File: src/rtl/usf_pkg.sv
// Shared types, constants and byte classification functions for the URL span finder.
`timescale 1ns / 1ps
package usf_pkg;

   // Default offset limit; offsets are 16 bits, so the limit never exceeds 65535.
   localparam longint unsigned USF_MAX_TEXT = 64'd65535;
   localparam int unsigned USF_QDEPTH = 2;
   localparam int unsigned USF_POS_W = 16;

   localparam logic [7:0] CH_COLON = 8'h3A;
   localparam logic [7:0] CH_SLASH = 8'h2F;

   // Separator match progress: none, ":", ":/", "://".
   localparam logic [1:0] SEP_NONE  = 2'd0;
   localparam logic [1:0] SEP_COLON = 2'd1;
   localparam logic [1:0] SEP_SLASH = 2'd2;
   localparam logic [1:0] SEP_FULL  = 2'd3;

   typedef struct packed {
      logic [7:0] text_byte;
      logic       last_byte;
   } usf_req_type;

   typedef struct packed {
      logic [USF_POS_W-1:0] url_start;
      logic [USF_POS_W-1:0] url_stop;
      logic                 offsets_saturated;
   } usf_rsp_type;

   // Byte class handed from the front to the back.
   typedef struct packed {
      logic is_letter;
      logic is_url;
      logic is_colon;
      logic is_slash;
      logic last;
   } usf_cls_type;

   typedef struct packed {
      logic                 fire;
      logic                 last;
      logic                 inside_url;
      logic [1:0]           sep_stage;
      logic [USF_POS_W-1:0] pos;
   } usf_back_status_type;

   function automatic logic usf_is_letter(input logic [7:0] c);
      logic r;
      r = 1'b0;
      case (c) inside
         [8'h41:8'h5A], [8'h61:8'h7A]: r = 1'b1;
         default:                      r = 1'b0;
      endcase
      return r;
   endfunction

   function automatic logic usf_is_url_char(input logic [7:0] c);
      logic r;
      r = 1'b0;
      case (c) inside
         [8'h41:8'h5A], [8'h61:8'h7A], [8'h27:8'h3B],
         8'h21, 8'h24, 8'h26, 8'h3D, 8'h3F, 8'h40, 8'h5F, 8'h7E: r = 1'b1;
         default: r = 1'b0;
      endcase
      return r;
   endfunction

endpackage

File: src/rtl/url_span_finder.sv
// Top level of the URL span finder: classifier, queue and scanner.
`timescale 1ns / 1ps
// Usage:
//   req channel: one text byte per item (req_item.text_byte) with
//   req_item.last_byte marking the final byte of a text. The block finds
//   "letters://" followed by a URL character and tracks the URL to its end.
//   rsp channel: one item per URL found, carrying the start offset, the
//   exclusive stop offset and a flag set once offsets have clamped at the
//   offset limit (MAX_TEXT, at most 65535).
//   Throughput: one byte per cycle without stalls; the classifier register, a
//   two-entry queue and the result register let either side stall alone.
//   Path: the byte that closes a URL passes the classifier register,
//   the queue and the result register before its result appears.
//   Stall: while a result waits with rsp_ready low it is held and the scanner stops;
//   the queue and classifier keep taking bytes until they fill, then
//   req_ready drops.
//   Reset: synchronous, active high; all scan state and queues clear, no
//   clearing pass. After a last byte the scan state clears as well.
module url_span_finder
   import usf_pkg::*;
#(
   parameter longint unsigned MAX_TEXT = USF_MAX_TEXT
) (
   input  logic        clock,
   input  logic        reset,
   input  logic        req_valid,
   output logic        req_ready,
   input  usf_req_type req_item,
   output logic        rsp_valid,
   input  logic        rsp_ready,
   output usf_rsp_type rsp_item
);

   logic                f_valid, f_ready;
   usf_cls_type         f_item;
   logic                q_valid, q_ready;
   usf_cls_type         q_item;
   usf_back_status_type back_st;

   // Classify each byte and register it.
   usf_front u_front (
      .clock     (clock),
      .reset     (reset),
      .req_valid (req_valid),
      .req_ready (req_ready),
      .req_item  (req_item),
      .cls_valid (f_valid),
      .cls_ready (f_ready),
      .cls_item  (f_item)
   );

   // Decouple the classifier from the scanner.
   usf_queue u_queue (
      .clock      (clock),
      .reset      (reset),
      .push_valid (f_valid),
      .push_ready (f_ready),
      .push_item  (f_item),
      .pop_valid  (q_valid),
      .pop_ready  (q_ready),
      .pop_item   (q_item)
   );

   // Advance the scan state one byte per cycle while no held result blocks it, and hold results until taken.
   usf_back #(
      .MAX_TEXT (MAX_TEXT)
   ) u_back (
      .clock     (clock),
      .reset     (reset),
      .cls_valid (q_valid),
      .cls_ready (q_ready),
      .cls_item  (q_item),
      .rsp_valid (rsp_valid),
      .rsp_ready (rsp_ready),
      .rsp_item  (rsp_item),
      .status    (back_st)
   );

   // Inside a URL no separator match may be in progress.
   a_inside_no_sep: assert property (@(posedge clock) disable iff (reset)
      back_st.inside_url |-> (back_st.sep_stage == SEP_NONE))
      else $error("separator match active inside URL");

   // The last byte of a text clears the scan state.
   a_last_clears: assert property (@(posedge clock) disable iff (reset)
      (back_st.fire && back_st.last) |=> (back_st.pos == '0) && !back_st.inside_url)
      else $error("scan state not cleared after last byte");

   // A URL always ends past its start unless offsets clamped.
   a_span_order: assert property (@(posedge clock) disable iff (reset)
      rsp_valid |-> (rsp_item.url_stop > rsp_item.url_start) || rsp_item.offsets_saturated)
      else $error("URL stop not past start");

endmodule

File: src/rtl/usf_front.sv
// Front stage: accepts text bytes and registers their character class.
`timescale 1ns / 1ps
module usf_front
   import usf_pkg::*;
(
   input  logic        clock,
   input  logic        reset,
   input  logic        req_valid,
   output logic        req_ready,
   input  usf_req_type req_item,
   output logic        cls_valid,
   input  logic        cls_ready,
   output usf_cls_type cls_item
);

   logic        valid_ff, valid_in;
   usf_cls_type cls_ff, cls_in;
   logic        take;

   assign req_ready = !valid_ff || cls_ready;
   assign take      = req_valid && req_ready;

   always_comb begin
      cls_in.is_letter = usf_is_letter(req_item.text_byte);
      cls_in.is_url    = usf_is_url_char(req_item.text_byte);
      cls_in.is_colon  = (req_item.text_byte == CH_COLON);
      cls_in.is_slash  = (req_item.text_byte == CH_SLASH);
      cls_in.last      = req_item.last_byte;
      valid_in         = take ? 1'b1 : (valid_ff && !cls_ready);
   end

   always_ff @(posedge clock) begin
      if (reset) begin
         valid_ff <= 1'b0;
      end else begin
         valid_ff <= valid_in;
      end
      if (take) begin
         cls_ff <= cls_in;
      end
   end

   assign cls_valid = valid_ff;
   assign cls_item  = cls_ff;

endmodule

File: src/rtl/usf_queue.sv
// Short register queue between the classifier and the scanner.
`timescale 1ns / 1ps
module usf_queue
   import usf_pkg::*;
(
   input  logic        clock,
   input  logic        reset,
   input  logic        push_valid,
   output logic        push_ready,
   input  usf_cls_type push_item,
   output logic        pop_valid,
   input  logic        pop_ready,
   output usf_cls_type pop_item
);

   localparam int unsigned PTR_W = (USF_QDEPTH > 1) ? $clog2(USF_QDEPTH) : 1;
   localparam int unsigned CNT_W = $clog2(USF_QDEPTH + 1);
   localparam logic [CNT_W-1:0] DEPTH_C = CNT_W'(USF_QDEPTH);
   localparam logic [PTR_W-1:0] LAST_PTR = PTR_W'(USF_QDEPTH - 1);

   usf_cls_type      slot_ff [USF_QDEPTH];
   logic [PTR_W-1:0] wr_ff, wr_in, rd_ff, rd_in;
   logic [CNT_W-1:0] cnt_ff, cnt_in;
   logic             push, pop;

   assign push_ready = (cnt_ff != DEPTH_C);
   assign pop_valid  = (cnt_ff != '0);
   assign push       = push_valid && push_ready;
   assign pop        = pop_valid && pop_ready;
   assign pop_item   = slot_ff[rd_ff];

   always_comb begin
      wr_in  = push ? ((wr_ff == LAST_PTR) ? '0 : wr_ff + 1'b1) : wr_ff;
      rd_in  = pop ? ((rd_ff == LAST_PTR) ? '0 : rd_ff + 1'b1) : rd_ff;
      cnt_in = cnt_ff;
      if (push && !pop) begin
         cnt_in = cnt_ff + 1'b1;
      end else if (pop && !push) begin
         cnt_in = cnt_ff - 1'b1;
      end
   end

   always_ff @(posedge clock) begin
      if (reset) begin
         wr_ff  <= '0;
         rd_ff  <= '0;
         cnt_ff <= '0;
      end else begin
         wr_ff  <= wr_in;
         rd_ff  <= rd_in;
         cnt_ff <= cnt_in;
      end
      if (push) begin
         slot_ff[wr_ff] <= push_item;
      end
   end

endmodule

File: src/rtl/usf_back.sv
// Back stage: scanner state, separator match and the result register.
`timescale 1ns / 1ps
module usf_back
   import usf_pkg::*;
#(
   parameter longint unsigned MAX_TEXT = USF_MAX_TEXT
) (
   input  logic                clock,
   input  logic                reset,
   input  logic                cls_valid,
   output logic                cls_ready,
   input  usf_cls_type         cls_item,
   output logic                rsp_valid,
   input  logic                rsp_ready,
   output usf_rsp_type         rsp_item,
   output usf_back_status_type status
);

   localparam longint unsigned LIM_L = (MAX_TEXT < 64'd65535) ? MAX_TEXT : 64'd65535;
   localparam logic [USF_POS_W-1:0] LIM = LIM_L[USF_POS_W-1:0];

   logic [USF_POS_W-1:0] pos_ff, pos_in, run_ff, run_in;
   logic [USF_POS_W-1:0] scheme_ff, scheme_in, cur_ff, cur_in;
   logic                 prev_ff, prev_in, present_ff, present_in;
   logic [1:0]           sep_ff, sep_in;
   logic                 inside_ff, inside_in, sat_ff, sat_in;
   logic                 rsp_valid_ff, rsp_valid_in;
   usf_rsp_type          rsp_ff, rsp_in;
   logic                 fire, sat_hit, emit;

   assign cls_ready = !rsp_valid_ff || rsp_ready;
   assign fire      = cls_valid && cls_ready;
   assign sat_hit   = (pos_ff >= LIM);

   always_comb begin
      pos_in     = pos_ff;
      run_in     = run_ff;
      scheme_in  = scheme_ff;
      cur_in     = cur_ff;
      prev_in    = prev_ff;
      present_in = present_ff;
      sep_in     = sep_ff;
      inside_in  = inside_ff;
      sat_in     = sat_ff;
      emit       = 1'b0;
      rsp_in     = rsp_ff;
      if (fire) begin
         pos_in = sat_hit ? LIM : pos_ff + 1'b1;
         sat_in = sat_ff || sat_hit;
         if (inside_ff) begin
            if (!cls_item.is_url) begin
               emit             = 1'b1;
               rsp_in.url_start = cur_ff;
               rsp_in.url_stop  = pos_ff;
               inside_in        = 1'b0;
               sep_in           = SEP_NONE;
               prev_in          = 1'b0;
            end
         end else if (sep_ff == SEP_FULL && present_ff && cls_item.is_url) begin
            inside_in = 1'b1;
            cur_in    = scheme_ff;
            sep_in    = SEP_NONE;
            prev_in   = 1'b0;
         end else begin
            if (sep_ff == SEP_COLON && cls_item.is_slash) begin
               sep_in = SEP_SLASH;
            end else if (sep_ff == SEP_SLASH && cls_item.is_slash) begin
               sep_in = SEP_FULL;
            end else if (cls_item.is_colon) begin
               sep_in     = SEP_COLON;
               present_in = prev_ff;
               scheme_in  = run_ff;
            end else begin
               sep_in = SEP_NONE;
            end
            if (cls_item.is_letter) begin
               if (!prev_ff) begin
                  run_in = pos_ff;
               end
               prev_in = 1'b1;
            end else begin
               prev_in = 1'b0;
            end
         end
         // End of text closes an open URL one past this byte.
         if (cls_item.last && inside_in) begin
            emit             = 1'b1;
            rsp_in.url_start = cur_in;
            rsp_in.url_stop  = sat_hit ? LIM : pos_ff + 1'b1;
         end
         rsp_in.offsets_saturated = sat_in;
         if (cls_item.last) begin
            pos_in     = '0;
            run_in     = '0;
            scheme_in  = '0;
            cur_in     = '0;
            prev_in    = 1'b0;
            present_in = 1'b0;
            sep_in     = SEP_NONE;
            inside_in  = 1'b0;
            sat_in     = 1'b0;
         end
      end
      rsp_valid_in = fire ? emit : (rsp_valid_ff && !rsp_ready);
   end

   always_ff @(posedge clock) begin
      if (reset) begin
         pos_ff       <= '0;
         run_ff       <= '0;
         scheme_ff    <= '0;
         cur_ff       <= '0;
         prev_ff      <= 1'b0;
         present_ff   <= 1'b0;
         sep_ff       <= SEP_NONE;
         inside_ff    <= 1'b0;
         sat_ff       <= 1'b0;
         rsp_valid_ff <= 1'b0;
      end else begin
         pos_ff       <= pos_in;
         run_ff       <= run_in;
         scheme_ff    <= scheme_in;
         cur_ff       <= cur_in;
         prev_ff      <= prev_in;
         present_ff   <= present_in;
         sep_ff       <= sep_in;
         inside_ff    <= inside_in;
         sat_ff       <= sat_in;
         rsp_valid_ff <= rsp_valid_in;
      end
      rsp_ff <= rsp_in;
   end

   assign rsp_valid = rsp_valid_ff;
   assign rsp_item  = rsp_ff;

   always_comb begin
      status.fire       = fire;
      status.last       = cls_item.last;
      status.inside_url = inside_ff;
      status.sep_stage  = sep_ff;
      status.pos        = pos_ff;
   end

endmodule

File: config.mk
export PLATFORM = sky130hd
export DESIGN_NAME = url_span_finder
export DESIGN_NICKNAME = d
export VERILOG_FILES = /design/src/rtl/usf_pkg.sv /design/src/rtl/url_span_finder.sv /design/src/rtl/usf_front.sv /design/src/rtl/usf_queue.sv /design/src/rtl/usf_back.sv
export SDC_FILE = /design/constraint.sdc
export NUM_CORES = 1
export LEC_CHECK = 0
export BUFFER_PORTS_ARGS = -buffer_cell sky130_fd_sc_hd__buf_2
export CAP_MARGIN = 5
export CORE_MARGIN = 1.5
export CORE_UTILIZATION = 66
export CTS_BUF_LIST = sky130_fd_sc_hd__clkbuf_2
export CTS_CLUSTER_DIAMETER = 50
export DETAILED_ROUTE_END_ITERATION = 8
export PLACE_DENSITY = 0.87
export SLEW_MARGIN = 0
export SYNTH_ARGS = -nofsm -noshare
export SYNTH_HDL_FRONTEND = slang
export SYNTH_HIERARCHICAL = 1
export SYNTH_SLANG_ARGS = --single-unit
File: constraint.sdc
create_clock -name clock -period 5.87 [get_ports clock]
set_input_delay 1.174 -clock clock [delete_from_list [all_inputs] [get_ports clock]]
set_output_delay 1.174 -clock clock [all_outputs]
set_load 0.03 [all_outputs]
==> run metrics, run 1 <==
n_diodes 0; clock root cell clkbuf_2; setup TNS 0 ns; worst rel slew slack 21.75%; vias in the first global route 3670; TritonCTS clock tree built; CP Launch Type input port; Worst-Margin Slew 1.174 ns; max cap viols 0; routed via count 3853; Power Dens Cells 332.8 nW/um2; Pleak 0.002249 uW; Synth Cell Area 5172 um2; layout cells sized above 1 23.33%; setup bufs post-CTS 0; yosys warns 6; VDD IR max 198.2 uV; Die X-Extent 91.53 um; chip height 91.53 um; site row count 32; grt ovf 0; Synth Instances 460; Routed Antenna Nets 0; I/O pins 48; Clock Skews 0.03229 ns; hold-critical path depth 0; Achievable Freq 350.5 MHz; largest net degree at the start of global routing 38; cts hold-fix bufs 0; wire per inst 17.06 um; Max FO, Critical Path 23; Hold Crit Class reg2reg; FF-to-FF End u_back/scheme_ff[0]; reg-to-reg slack, setup 3.11 ns; cells on worst reg2reg path 6; Syn-to-layout area delta 9.773%; CP Class in2reg; fin area 5678 um2; GRT Overall Usage 27.08%; Util after Layout 74.25%; Total Wirelength 10.44 mm; area post-placement 5396 um2; first-pass GRT wire length 17.31 mm; Nets 512; final hold vios 0; Mapped Nets 475; Worst EP arrival 3.48 ns; max-slew violations 0; GP Congestion 0.8473; Port Buffers 47; met1 Resource Use GR 32.59%; Storage cell area 2983 um2; HPWL Detailed 6.730 mm; Hold Path End u_queue/slot_ff[0][3]; minimum clock period 2.853 ns; H-tree depth 4; area of the multi-input gates 2013 um2; initial DRC count 369; initial antenna violation count 0; Tcrit/Tclk final 48.61%; Starting Density 67.64%; Sink Count 125; Core Area 7647 um2; Die ar. 8377 um2; RSZ-0062 raised after global routing no; cells resized by post-CTS repair 0; WP data required 6.49 ns; drc violations 0; status finished, final reports clean; Setup Viol. Count Final 0; Clock Path Buffers 2; M2 GR Usage 44.78%; vias per cell 6.296; busiest grt layer met2; FILL cells 506; min-delay src u_front/cls_item[3]; Initial DRT Pass Iterations 5; clk slew on worst S/H paths 0.19 ns; TritonCTS buffer count 17; met3 Use GR 7.370%; Mean Syn Cell Area 11.24 um2; worst skew pair latency 0.69 ns; Worst Setup End Kind flip-flop
## flip-flops by register name, indices dropped and copies added, names as in the netlist, 2 cells and up, named ones only
register	cells
u_back/rsp_item	33
u_back/run_ff	16
u_queue/cnt_ff	2
u_back/pos_ff	16
u_back/scheme_ff	16
u_back/sep_ff	2
u_back/cur_ff	16
u_queue/slot_ff	10
u_front/cls_item	5
## layout by cell type, fill, tap and decap left out, types with 4 or more instances in the layout
cell	instances
clkbuf_2	17
dfxtp_1	77
a311oi_1	5
a31oi_1	14
a22oi_1	18
edfxtp_1	48
o21ai_0	13
nor2_1	36
nand2_1	25
and2_1	4
inv_6	5
nor3_1	5
mux2_2	22
a22o_1	32
nand4_1	5
nand3_1	8
a21oi_1	35
nand2b_1	5
a211oi_1	4
and3_1	13
inv_1	6
buf_2	47
## per-layer routing
layer | wire, um | vias up
met5 | 0 | -
li1 | - | 1831
met4 | 277 | 0
met3 | 598 | 27
met1 | 4372 | 1852
met2 | 5194 | 143
## worst max-delay path by stage
stage	startpoint	depth (start not counted)	end	slack [ns]
after floorplan	rsp_ready	5	u_back/rsp_item[10]	2.92
after global placement	rsp_ready	6	u_back/run_ff[15]	2.48
after detailed placement	rsp_ready	6	u_back/run_ff[8]	2.36
after CTS	u_queue/cnt_ff[0]	3	req_ready	2.97
after global routing	u_queue/cnt_ff[0]	3	req_ready	2.84
final	rsp_ready	6	u_back/run_ff[8]	3.02
## where the power goes
part	internal (uW)	switching, uW
clock network	254	353
logic	88.4	231
registers	932	31.2
total	1270	615
## layout make-up
| cell class | instances | share of cell area (%) |
|---|---|---|
| Multi-Input combinational cell | 298 | 35.46 |
| Inverter | 6 | 0.3967 |
| Timing Repair Buffer | 49 | 4.407 |
| Tap cell | 102 | 2.248 |
| Sequential cell | 125 | 52.53 |
| Clock buffer | 17 | 1.498 |
| Clock inverter | 15 | 3.460 |
## per-stage QoR
| step | setup slack, ns | cells | total power, uW | hold slack (ns) |
|---|---|---|---|---|
| after floorplan | 2.919 | 460 | 1229 | 0.4215 |
| after global placement | 2.476 | 580 | 1276 | 0.4240 |
| after detailed placement | 2.359 | 580 | 1291 | 0.4400 |
| after CTS | 2.972 | 612 | 1895 | 0.4849 |
| after global routing | 2.839 | 612 | 1983 | 0.4964 |
| final | 3.017 | 612 | 1890 | 0.4816 |
## worst max-delay path, stage by stage
cell	delay, ns
buf_2	0.09
nand2b_1	0.15
nand2_1	0.34
inv_1	0.43
o22ai_1	1.01
a22o_1	0.27
(Power assumes the default switching activity.)
==> run 2: changes to the inputs <==
Settings changed: CORE_UTILIZATION 66 to 61, PLACE_DENSITY 0.87 to 0.82.
Clock period 5.87 ns to 2.7 ns, I/O delays scaled along.
==> run 2 against run 1 <==
Compared with the run above: register-to-register slack got worse by 2.9 ns; core utilization fell by 3.4 points; final cell count rose by 2.5%; total power rose by 130%; clock-buffer cell count did not move; critical path depth fell by 2; clock skew barely moved; die area rose by 7.9%; clock power rose by 140%; sequential cell count did not move; critical path type is now reg2reg.
==> run metrics, run 2 (synthesis gave the netlist of run 1 again) <==
status finished, final reports clean; Clock Skews 0.03274 ns; CP Class reg2reg; commonest non-fill, non-tap cells in the layout 77 x dfxtp_1, 48 x edfxtp_1, 47 x buf_2, 36 x nor2_1, 35 x a21oi_1; Port Buffers 47; CP Launch Type flip-flop; n_diodes 0; most common cell after layout, fill and taps aside dfxtp_1; GRT Overall Usage 25.72%; Slowest-stage cell, CP o22ai_1; max reg flops 33; chip height 95.09 um; final hold slack 0.1269 ns; Total Wirelength 10.77 mm; Die ar. 9041 um2; I/O pins 48; Worst-Margin Slew 1.163 ns; worst skew pair latency 0.67 ns; critical path cell sequence mux2_2 > or2_0 > o22ai_1 > a22o_1; clk slew on worst S/H paths 0.18 ns; Hold Crit Class in2reg; RSZ-0062 raised after global routing no; TritonCTS buffer count 17; minimum clock period 2.477 ns; vias in the first global route 3714; grt ovf 0; wire per inst 17.17 um; initial DRC count 274; Syn-to-layout area delta 12.60%; setup bufs post-CTS 0; GP Congestion 0.8929; Routed Antenna Nets 0; site row count 33; Worst EP arrival 3.08 ns; cells resized by post-CTS repair 0; WP data required 3.31 ns; slowest stage delay, CP 0.92 ns; Power Dens Cells 735.6 nW/um2; final hold vios 0; drc violations 0; Nets 524; first-pass GRT wire length 17.49 mm; cts hold-fix bufs 1; setup TNS 0 ns; Die X-Extent 95.09 um; clock root cell clkbuf_2; Clock Path Buffers 2; Worst Setup End Kind flip-flop; max-slew violations 0; routed via count 3922; layout cells sized above 1 24.71%; max cap viols 0; TritonCTS clock tree built; FILL cells 594; Core Area 8217 um2; Pleak 0.002322 uW; Achievable Freq 403.7 MHz; HPWL Detailed 6.912 mm; Initial DRT Pass Iterations 6; initial antenna violation count 0; vias per cell 6.255; worst rel slew slack 22.48%; Sink Count 125; Tcrit/Tclk final 91.75%; Setup Viol. Count Final 0; largest net degree at the start of global routing 37; min-delay src req_valid; Max FO, Critical Path 16; CP Buf/Inv Count 0; H-tree depth 4; critical path's top delay family compound AO/OA/AOI/OAI gates; VDD IR max 492.2 uV; Starting Density 62.95%
==> run 2: worst paths after layout <==
| kind | to | slack (ns) | cells after the start |
|---|---|---|---|
| min reg2reg | u_queue/slot_ff[0][0] | 0.48 | 0 |
| min | u_front/cls_valid | 0.13 | 3 |
| max | u_back/run_ff[13] | 0.22 | 4 |
| max reg2reg | u_back/run_ff[13] | 0.22 | 4 |
==> run 2: worst register-to-register path, stage by stage (launching register included) <==
cell and delay, ns:
dfxtp_1 0.45, mux2_2 0.44, or2_0 0.37, o22ai_1 0.92
a22o_1 0.26
==> run 2: power breakdown <==
group / switching (uW) / internal, uW
clock: 725 / 721
sequential: 54.1 / 2030
combinational: 528 / 231
==> run 2: area by class of cell <==
type	count	area [um2]	area share [%]
clock buffer	17	85.08	1.461
clock inverter	15	234.0	4.017
inverter	6	22.52	0.3867
multi-input combinational	298	2013	34.56
sequential	125	2983	51.21
tap	105	131.4	2.256
timing repair buffer	61	355.3	6.101
==> run 2: per-layer routing <==
metal / up-vias / track usage [%] / routed length (um)
li1: 1853 / - / -
met1: 1890 / 30.48 / 4445
met2: 155 / 43.38 / 5492
met3: 24 / 6.140 / 592
met4: 0 / 13.06 / 237
met5: - / 0 / 0
==> run 2: stage by stage <==
stage / area, um2 / utilization (%) / power [uW] / cells / setup slack [ns]
floorplan: 5172 / - / 2672 / 460 / 0.3825
global placement: 5495 / 66.88 / 2830 / 594 / 0.3846
detailed placement: 5495 / 66.88 / 2853 / 594 / 0.2752
CTS: 5824 / 70.88 / 4302 / 627 / 0.2531
global route: 5824 / 70.88 / 4481 / 627 / 0.05299
finish: 5824 / 70.88 / 4284 / 627 / 0.2226
==> run 3: changes to the inputs <==
Settings changed: CELL_PAD_IN_SITES_DETAIL_PLACEMENT set to 1, CELL_PAD_IN_SITES_GLOBAL_PLACEMENT set to 1, CORE_UTILIZATION 61 to 44, PLACE_DENSITY 0.82 to not set, PLACE_DENSITY_LB_ADDON set to 0.1.
Clock period 2.7 ns to 2.12 ns, I/O delays scaled along.
==> run 3 against run 2 <==
Compared with the run above: non-clock buffer count rose by 26; die area rose by 37%; register-to-register slack got worse by 0.15 ns; worst setup slack got worse by 0.15 ns; worst hold slack improved by 0.011 ns; combinational power rose by 52%; sequential cell count did not move; core utilization fell by 18 points.
==> run metrics, run 3 (synthesis gave the netlist of run 1 again) <==
Setup WS post-layout 0.06773 ns; crit-path most repeated cell mux2_2; cells on worst reg2reg path 6; Power Dens Cells 853.9 nW/um2; max-slew violations 0; Routed Antenna Nets 0; commonest non-fill, non-tap cells in the layout 74 x dfxtp_1, 48 x edfxtp_1, 46 x buf_2, 35 x nor2_1, 35 x a21oi_1; site row count 39; Pleak 0.002415 uW; final hold vios 0; vias per cell 5.758; fin area 6025 um2; Die ar. 12420 um2; critical path's top delay family multiplexers; CP Buf/Inv Count 2; minimum clock period 2.052 ns; Starting Density 45.30%; Worst-Margin Slew 0.7145 ns; status finished, final reports clean; initial DRC count 206; vias in the first global route 4053; TritonCTS buffer count 17; most common cell after layout, fill and taps aside dfxtp_1; setup bufs post-CTS 0; Tcrit/Tclk final 96.81%; largest net degree at the start of global routing 33; Die X-Extent 111.4 um; first-pass GRT wire length 20.78 mm; I/O pins 48; RSZ-0062 raised after global routing yes; max cap viols 0; HPWL Detailed 8.795 mm; layout cells sized above 1 28.83%; FF-to-FF End u_back/rsp_item[24]; worst skew pair latency 0.67 ns; TritonCTS clock tree built; clock root cell clkbuf_2; pre-CTS setup slack -0.0005285 ns; Achievable Freq 487.3 MHz; n_diodes 0; Worst EP arrival 2.47 ns; WP data required 2.54 ns; Placed Cells 657; Nets 550; critical path cell sequence mux2_2 > buf_4 > o211a_1 > nand2_2 > buf_12 > mux2_2; Initial DRT Pass Iterations 7; CP Class reg2reg; routed via count 3979; Core Area 11420 um2; Hold Crit Class in2reg; slowest stage delay, CP 0.40 ns; Sink Count 125; Syn-to-layout area delta 16.47%; Worst Setup End Kind flip-flop; Levels on crit path 6; area post-placement 5774 um2; initial antenna violation count 0; drc violations 0; wire per inst 18.55 um; Total Wirelength 12.82 mm; chip height 111.4 um; setup TNS 0 ns; GRT Overall Usage 21.41%; Max FO, Critical Path 16; GP Congestion 0.7890; Util after Layout 52.76%; H-tree depth 4; Clock Skews 0.03030 ns; Post-Layout Cell Count 691; CP endpoint u_back/rsp_item[24]; VDD IR max 789.4 uV; Slowest-stage cell, CP mux2_2; reg-to-reg slack, setup 0.07 ns; Setup Viol. Count Final 0; Clock Path Buffers 2; worst rel slew slack 52.37%; grt ovf 0; CP Launch Type flip-flop; clk slew on worst S/H paths 0.17 ns; max reg flops 33; Port Buffers 47
[run 3: cell count changes in the layout (fill, tap and decap cells not counted), moves of 3 or more]
cell       change
buf_12         +3
buf_4         +22
bufinv_16      -3
clkbuf_2       +3
clkinv_1       +5
clkinv_2       +3
clkinv_4       -3
dfxtp_1        -3
dfxtp_2        +3
inv_6          -4
[run 3: final cells by class]
| class | count | area, um2 |
|---|---|---|
| clock buffer | 20 | 100.1 |
| tap | 143 | 178.9 |
| inverter | 6 | 26.28 |
| fill | 1261 | 5394 |
| multi-input combinational | 298 | 2034 |
| sequential | 125 | 2987 |
| timing repair buffer | 87 | 593.1 |
| clock inverter | 12 | 105.1 |
[run 3: how the worst min path moves through the flow]
stage | start | end | slack, ns | cells past startpoint
after global placement | u_front/cls_item[0] | u_queue/slot_ff[0][0] | 0.43 | 0
final | rsp_ready | u_back/rsp_valid | 0.14 | 4
after detailed placement | u_front/cls_item[0] | u_queue/slot_ff[1][0] | 0.44 | 0
after floorplan | u_front/cls_item[0] | u_queue/slot_ff[0][0] | 0.42 | 0
after CTS | rsp_ready | u_back/rsp_valid | 0.05 | 4
after global routing | rsp_ready | u_back/rsp_valid | 0.06 | 4
[run 3: worst reg2reg max path: stages (launching register included)]
cell and delay (ns):
dfxtp_1 0.39, mux2_2 0.40, buf_4 0.18, o211a_1 0.21, nand2_2 0.13, buf_12 0.16, mux2_2 0.35
[run 3: per-layer routing]
metal / GRT usage [%] / routed length [um]
met1: 25.96 / 5617
met3: 5.171 / 455
met2: 36.07 / 6406
met4: 9.958 / 336
met5: 0 / 0
[run 3: where the power goes]
group          internal [uW]  switching [uW]  leakage [uW]
clock                    524             824      0.000133
sequential              2580            62.1       0.00112
combinational            389             762       0.00116
[run 3: per-stage QoR]
stage,power [uW],hold slack (ns)
global placement,3751,0.4294
detailed placement,3803,0.4409
floorplan,3403,0.4215
CTS,5171,0.04757
global route,5423,0.05950
finish,5144,0.1379
[run 3: what timing repair did]
action                                  in CTS  in global routing
hold buffers                                 2                  0
gates cloned                                 0                  0
pin swaps                                    0                  0
hold endpoints to repair                     2                  0
endpoints found under the setup margin       7                 49
gates resized for setup                      2                  6
